**config.mk**
```make
export PLATFORM = sky130hd
export DESIGN_NAME = p2bb_mont_mul
export DESIGN_NICKNAME = d
export VERILOG_FILES = /design/src/sv/p2bb_pkg.sv /design/src/sv/p2bb_mont_mul.sv
export SDC_FILE = /design/constraint.sdc
export NUM_CORES = 2
export LEC_CHECK = 0
export ABC_AREA = 0
export BUFFER_PORTS_ARGS = -buffer_cell sky130_fd_sc_hd__buf_2
export CAP_MARGIN = 30
export CORE_MARGIN = 3
export CORE_UTILIZATION = 65
export DETAILED_ROUTE_END_ITERATION = 8
export PLACE_DENSITY = 0.83
export REMOVE_ABC_BUFFERS = 1
export SLEW_MARGIN = 20
export SYNTH_ARGS = -nofsm -noshare
export SYNTH_HDL_FRONTEND = slang
export SYNTH_SLANG_ARGS = --single-unit
```
**constraint.sdc**
```tcl
create_clock -name clk -period 9.8 [get_ports clk]
set_input_delay 1.47 -clock clk [delete_from_list [all_inputs] [get_ports clk]]
set_output_delay 1.47 -clock clk [all_outputs]
set_load 0.05 [all_outputs]
```
**src/sv/p2bb_pkg.sv**
```systemverilog
// ----------------------------------------------------------------------------
// p2bb_pkg
// Shared types, field constants and round tables for the BabyBear width-24
// Poseidon2 sponge hash.
// ----------------------------------------------------------------------------
package p2bb_pkg;

  typedef logic [30:0] cell_t;
  typedef logic [3:0][30:0] quad_t;

  typedef struct packed {
    logic       valid;
    logic [4:0] idx;
  } mm_tag_t;

  localparam int STATE_CELLS  = 24;
  localparam int RATE_CELLS   = 16;
  localparam int DIGEST_CELLS = 8;
  localparam int HALF_FULL    = 4;
  localparam int PARTIALS     = 21;
  localparam int ROUNDS       = 2 * HALF_FULL + PARTIALS;
  localparam int RC_COUNT     = HALF_FULL * STATE_CELLS * 2 + PARTIALS;

  localparam logic [31:0] BB_P        = 32'h78000001;
  localparam logic [31:0] BB_NEG_PINV = 32'h77ffffff;

  typedef cell_t rc_tab_t [RC_COUNT];
  typedef cell_t diag_tab_t [STATE_CELLS];

  localparam rc_tab_t RC_RAW = '{
    31'h0FA20C37,31'h0795BB97,31'h12C60B9C,31'h0EABD88E,31'h096485CA,31'h07093527,
    31'h1B1D4E50,31'h30A01ACE,31'h3BD86F5A,31'h69AF7C28,31'h3F94775F,31'h731560E8,
    31'h465A0ECD,31'h574EF807,31'h62FD4870,31'h52CCFE44,31'h14772B14,31'h4DEDF371,
    31'h260ACD7C,31'h1F51DC58,31'h75125532,31'h686A4D7B,31'h54BAC179,31'h31947706,
    31'h29799D3B,31'h6E01AE90,31'h203A7A64,31'h4F7E25BE,31'h72503F77,31'h45BD3B69,
    31'h769BD6B4,31'h5A867F08,31'h4FDBA082,31'h251C4318,31'h28F06201,31'h6788C43A,
    31'h4C6D6A99,31'h357784A8,31'h2ABAF051,31'h770F7DE6,31'h1794B784,31'h4796C57A,
    31'h724B7A10,31'h449989A7,31'h64935CF1,31'h59E14AAC,31'h0E620BB8,31'h3AF5A33B,
    31'h4465CC0E,31'h019DF68F,31'h4AF8D068,31'h08784F82,31'h0CEFDEAE,31'h6337A467,
    31'h32FA7A16,31'h486F62D6,31'h386A7480,31'h20F17C4A,31'h54E50DA8,31'h2012CF03,
    31'h5FE52950,31'h09AFB6CD,31'h2523044E,31'h5C54D0EF,31'h71C01F3C,31'h60B2C4FB,
    31'h4050B379,31'h5E6A70A5,31'h418543F5,31'h71DEBE56,31'h1AAD2994,31'h3368A483,
    31'h07A86F3A,31'h5EA43FF1,31'h2443780E,31'h4CE444F7,31'h146F9882,31'h3132B089,
    31'h197EA856,31'h667030C3,31'h2317D5DC,31'h0C2C48A7,31'h56B2DF66,31'h67BD81E9,
    31'h4FCDFB19,31'h4BAAEF32,31'h0328D30A,31'h6235760D,31'h12432912,31'h0A49E258,
    31'h030E1B70,31'h48CAEB03,31'h49E4D9E9,31'h1051B5C6,31'h6A36DBBE,31'h4CFF27A5,
    31'h1DA78EC2,31'h730B0924,31'h3EB56CF3,31'h5BD93073,31'h37204C97,31'h51642D89,
    31'h66E943E8,31'h1A3E72DE,31'h70BEB1E9,31'h30FF3B3F,31'h4240D1C4,31'h12647B8D,
    31'h65D86965,31'h49EF4D7C,31'h47785697,31'h46B3969F,31'h5C7B7A0E,31'h7078FC60,
    31'h4F22D482,31'h482A9AEE,31'h6BEB839D,
    31'h032959AD,31'h2B18AF6A,31'h55D3DC8C,31'h43BD26C8,31'h0C41595F,31'h7048D2E2,
    31'h00DB8983,31'h2AF563D7,31'h6E84758F,31'h611D64E1,31'h1F9977E2,31'h64163A0A,
    31'h5C5FC27B,31'h02E22561,31'h3A2D75DB,31'h1BA7B71A,31'h34343F64,31'h7406B35D,
    31'h19DF8299,31'h6FF4480A,31'h514A81C8,31'h57AB52CE,31'h6AD69F52,31'h3E0C0E0D,
    31'h48126114,31'h2A9D62CC,31'h17441F23,31'h485762BB,31'h2F218674,31'h06FDC64A,
    31'h0861B7F2,31'h3B36EEE6,31'h70A11040,31'h04B31737,31'h3722A872,31'h2A351C63,
    31'h623560DC,31'h62584AB2,31'h382C7C04,31'h3BF9EDC7,31'h0E38FE51,31'h376F3B10,
    31'h5381E178,31'h3AFC61C7,31'h5C1BCB4D,31'h6643CE1F,31'h2D0AF1C1,31'h08F583CC,
    31'h5D6FF60F,31'h6324C1E5,31'h74412FB7,31'h70C0192E,31'h0B72F141,31'h4067A111,
    31'h57388C4F,31'h351009EC,31'h0974C159,31'h539A58B3,31'h038C0CFF,31'h476C0392,
    31'h3F7BC15F,31'h4491DD2C,31'h4D1FEF55,31'h04936AE3,31'h58214DD4,31'h683C6AAD,
    31'h1B42F16B,31'h6DC79135,31'h2D4E71EC,31'h3E2946EA,31'h59DCE8DB,31'h6CEE892A,
    31'h47F07350,31'h7106CE93,31'h3BD4A7A9,31'h2BFE636A,31'h430011E9,31'h001CD66A,
    31'h307FAF5B,31'h0D9EF3FE,31'h6D40043A,31'h2E8F470C,31'h1B6865E8,31'h0C0E6C01,
    31'h4D41981F,31'h423B9D3D,31'h410408CC,31'h263F0884,31'h5311BBD0,31'h4DAE58D8,
    31'h30401CEA,31'h09AFA575,31'h4B3D5B42,31'h63AC0B37,31'h5FE5BB14,31'h5244E9D4
  };

  localparam diag_tab_t DIAG_RAW = '{
    31'h409133F0, 31'h1667A8A1, 31'h06A6C7B6, 31'h6F53160E,
    31'h273B11D1, 31'h03176C5D, 31'h72F9BBF9, 31'h73CEBA91,
    31'h5CDEF81D, 31'h01393285, 31'h46DAEE06, 31'h065D7BA6,
    31'h52D72D6F, 31'h05DD05E0, 31'h3BAB4B63, 31'h6ADA3842,
    31'h2FC5FBEC, 31'h770D61B0, 31'h5715AAE9, 31'h03EF0E90,
    31'h75B6C770, 31'h242ADF5F, 31'h00D0CA4C, 31'h36C0E388
  };

  function automatic cell_t fadd(input cell_t x, input cell_t y);
    logic [31:0] r;
    r = {1'b0, x} + {1'b0, y};
    return (r >= BB_P) ? 31'(r - BB_P) : r[30:0];
  endfunction

  // v * 2^32 mod p by 32 modular doublings
  function automatic cell_t to_mont(input cell_t v);
    cell_t r;
    r = ({1'b0, v} >= BB_P) ? 31'({1'b0, v} - BB_P) : v;
    for (int i = 0; i < 32; i++) r = fadd(r, r);
    return r;
  endfunction

  function automatic rc_tab_t mont_rc();
    rc_tab_t t;
    for (int i = 0; i < RC_COUNT; i++) t[i] = to_mont(RC_RAW[i]);
    return t;
  endfunction

  function automatic diag_tab_t mont_diag();
    diag_tab_t t;
    for (int i = 0; i < STATE_CELLS; i++) t[i] = to_mont(DIAG_RAW[i]);
    return t;
  endfunction

  localparam rc_tab_t   RC_M   = mont_rc();
  localparam diag_tab_t DIAG_M = mont_diag();

  function automatic quad_t blk4(input quad_t v);
    cell_t t0, t1, t2, t3, t4, t5, d0, d1;
    quad_t o;
    t0 = fadd(v[0], v[1]);
    t1 = fadd(v[2], v[3]);
    t2 = fadd(fadd(v[1], v[1]), t1);
    t3 = fadd(fadd(v[3], v[3]), t0);
    d1 = fadd(t1, t1);
    d0 = fadd(t0, t0);
    t4 = fadd(fadd(d1, d1), t3);
    t5 = fadd(fadd(d0, d0), t2);
    o[0] = fadd(t3, t5);
    o[1] = t5;
    o[2] = fadd(t2, t4);
    o[3] = t4;
    return o;
  endfunction

endpackage

```
**src/sv/p2bb_mont_mul.sv**
```systemverilog
// ----------------------------------------------------------------------------
// p2bb_mont_mul
// Three-stage pipelined Montgomery multiplier mod 0x78000001, R = 2^32.
// Carries a cell index tag alongside the operands.
// ----------------------------------------------------------------------------
module p2bb_mont_mul (
  input  logic              clk,
  input  logic              rst,
  input  p2bb_pkg::mm_tag_t in_tag,
  input  p2bb_pkg::cell_t   op_a,
  input  p2bb_pkg::cell_t   op_b,
  output p2bb_pkg::mm_tag_t out_tag,
  output p2bb_pkg::cell_t   result,
  output logic              busy
);
  import p2bb_pkg::*;

  mm_tag_t     tag1, tag2;
  logic [61:0] prod1, prod2;
  logic [31:0] m2;
  logic [63:0] t3;
  logic [31:0] r3;

  assign t3 = {2'b00, prod2} + ({32'h0, m2} * {32'h0, BB_P});
  assign r3 = t3[63:32];

  always_ff @(posedge clk) begin
    if (rst) begin
      tag1    <= '0;
      tag2    <= '0;
      out_tag <= '0;
    end else begin
      tag1    <= in_tag;
      tag2    <= tag1;
      out_tag <= tag2;
    end
    prod1  <= {31'h0, op_a} * {31'h0, op_b};
    prod2  <= prod1;
    m2     <= prod1[31:0] * BB_NEG_PINV;
    result <= (r3 >= BB_P) ? 31'(r3 - BB_P) : r3[30:0];
  end

  assign busy = tag1.valid | tag2.valid | out_tag.valid;

endmodule

```
==> impl_metrics.ini <==
[timing]
tightest_slew_ps = 892
fin_crit_sh_pct = 95.6
setup_viol = 0
layout_setup_ws_ps = 427
skew_ps = 18.9
post-route-min-period_ps = 9370
hold_violations = 0
rsz0062_at_grt = false
drv_slew = 0
clock.fmax_mhz = 107
slew_headroom_pct = 39.8
holdWs_ps = 323

[finish]
multi_input_area_sq_um = 42900
n_antenna_cell = 0
layout.nets = 7527
final_area_sq_um = 55700
fillers = 5938
final_cell_mix = 1416 x inv_1, 1200 x fa_1, 655 x ha_1, 653 x nand2_1, 399 x and2_1
register_area_sq_um = 4080
layout_commonest_cell = inv_1
area_growth_pct = 5.01
drive_above_1_share_pct = 4.88

[die]
die-area_sq_um = 85100
coreArea_sq_um = 80700
io-pin-count = 108
die_width_um = 292
fp.dieH_um = 292
initial_core_util_pct = 65.8
rows = 104

[clock_tree]
cts_made_buffers = 22
htreeDepth = 1
cts_sinks = 204
cts-root-buf = clkbuf_16
clkLatencyLatePin_ps = 540
postCtsSetupBuffers = 0
cts_tree = yes
clkTransAtPathRegs_ps = 70
clk_path_buf_depth = 3

[yosys]
yosys.area.top_type = fa_1
synth-seq-cells = 204
synth_seq_area_share_pct = 7.70
yosys_warnings = 0
synth_top_cell_area_share_pct = 45.3
ys.flop_type = dfxtp_1
synth_edf_count = 0
synth.avg_cell_area_sq_um = 9.51
syn_area_sq_um = 53100
yosys-top-cells-area = fa_1 45%, ha_1 15%, inv_1 10%, dfxtp_1 7.7%, and2_1 4.7%
syn-instance-count = 5576
async_flop_share_pct = 0
ys_types = 78

[detailed_routing]
drc_errors = 0
routed_wl_um = 133000
detail_route.wl_per_cell_um = 19.9
vias = 37700
final_antenna_net_count = 0
drtPass1Iterations = 6
routed_via_density = 5.65
initialDrtViolationCount = 2663

[setup_path]
slowest_stage = fa_1
endpoint_kind = register
critPathTopFamily = adder cells
crit_path_max_fanout = 21
reg2reg_from = m2[2]
max_stage_delay_ps = 540
worst-r2r-cell-count = 30
cp_data_arrival_time_ps = 9830
ff2ff_setup_slack_ps = 890
crit_path_frequent_cell = fa_1
path_buf_inv = 8
path_class = in -> reg
critPathLaunchType = input port
required_ps = 10260
r2r-end = result[14]

[global_routing]
antenna_found_initial = 2
track_usage_pct = 32.3
grt_pass1_vias = 41700
grt_overflow = 0
grt_max_degree = 32
grt_pass1_wl_um = 217000

[placement]
post-dp-hpwl_um = 116000
place.gp.congestion = 1.00
postPlaceCellArea_sq_um = 54900
place_ws_ps = -116
port_buffers = 107

[run_status]
status = complete, no violations

[min_path]
hp-start = prod1[57]
hp-class = reg -> reg
whs_endpoint = prod2[57]
hold_depth = 0

[run]
cap_violations = 0
[per-layer routing]
metal	vias up	routed length, um	global-route usage, %
met1	19000	51900	42.0
met3	364	13500	8.01
met5	-	19	0
met4	4	5270	11.1
met2	1784	62300	53.4
li1	16600	-	-
[cells in the mapped netlist, drive strengths merged (4+ instances only)]
cell and number:
and3 14, xnor2 119, nand2 653, o211ai 4
nor3 30, nor2b 34, o211a 4, and2 399
or2 7, nor2 69, o21a 16, inv 1416
ha 655, nand2b 12, a21oi 140, fa 1200
nand4 27, and4 7, a21o 73, a211oi 11
o2111ai 4, o21bai 31, o21ai 56, nor3b 4
nand3 35, a221o 4, dfxtp 204, nor4 6
a31oi 15, xor2 53, o311ai 4, or3 13
mux2i 4, clkbuf 203
[registers in the layout, indices dropped and copies added (netlist names)]
signal and count:
prod1 62, prod2 61, m2 32, result 31, out_tag 6, tag1 6, tag2 6
[worst max path at each step]
stage	startpoint	to	slack, ps	cells past startpoint
3_5_place_dp	op_b[4]	prod1[58]	-120	33
6_report	op_b[4]	prod1[58]	430	33
5_1_grt	op_b[4]	prod1[58]	130	33
4_1_cts	op_b[4]	prod1[58]	450	33
2_1_floorplan	op_a[13]	prod1[58]	950	31
3_3_place_gp	op_b[8]	prod1[58]	150	34
[cell families after synthesis]
logic type / share of synthesized area (%)
and+or+nand+nor: 12.2
AOI/OAI and AO/OA: 4.96
muxes: 0.0755
buffers and inverters: 11.5
adders and majority gates: 60.7
xor gates and xnor gates: 2.85
DFF: 7.70
[cell type report]
type	instances	share of cell area [%]
clock buffers	27	1.11
clock inverters	12	0.317
inverters	1416	9.54
multi-input cells	3751	77.0
flip-flops and latches	204	7.33
well taps	1060	2.38
repair buffers	207	2.35
[worst register-to-register path, delay by kind of cell (launching register included)]
family	cells	cell delay, ps
adders and majority gates	9	3590
and+or+nand+nor	9	2730
AOI/OAI and AO/OA	5	1350
DFF	1	540
buffers and inverters	6	420
xor gates and xnor gates	1	140
[timing repair]
| action | CTS | global route |
|---|---|---|
| resized for setup | 0 | 1 |
| hold buffers | 0 | 0 |
| endpoints found under the setup margin | 0 | 1 |
[through the flow]
stage                     utilization (%)  std cells  setup TNS (ps)
after global routing                 69.1       6677               0
after CTS                            69.1       6677               0
after global placement               68.1       6638               0
after detailed placement             68.1       6638            -193
final                                69.1       6677               0
after floorplan                         -       5371               0
Power is left out: the tool's default activity adds up to more than one toggle a clock period on the data nets, which glitch-free logic cannot reach.
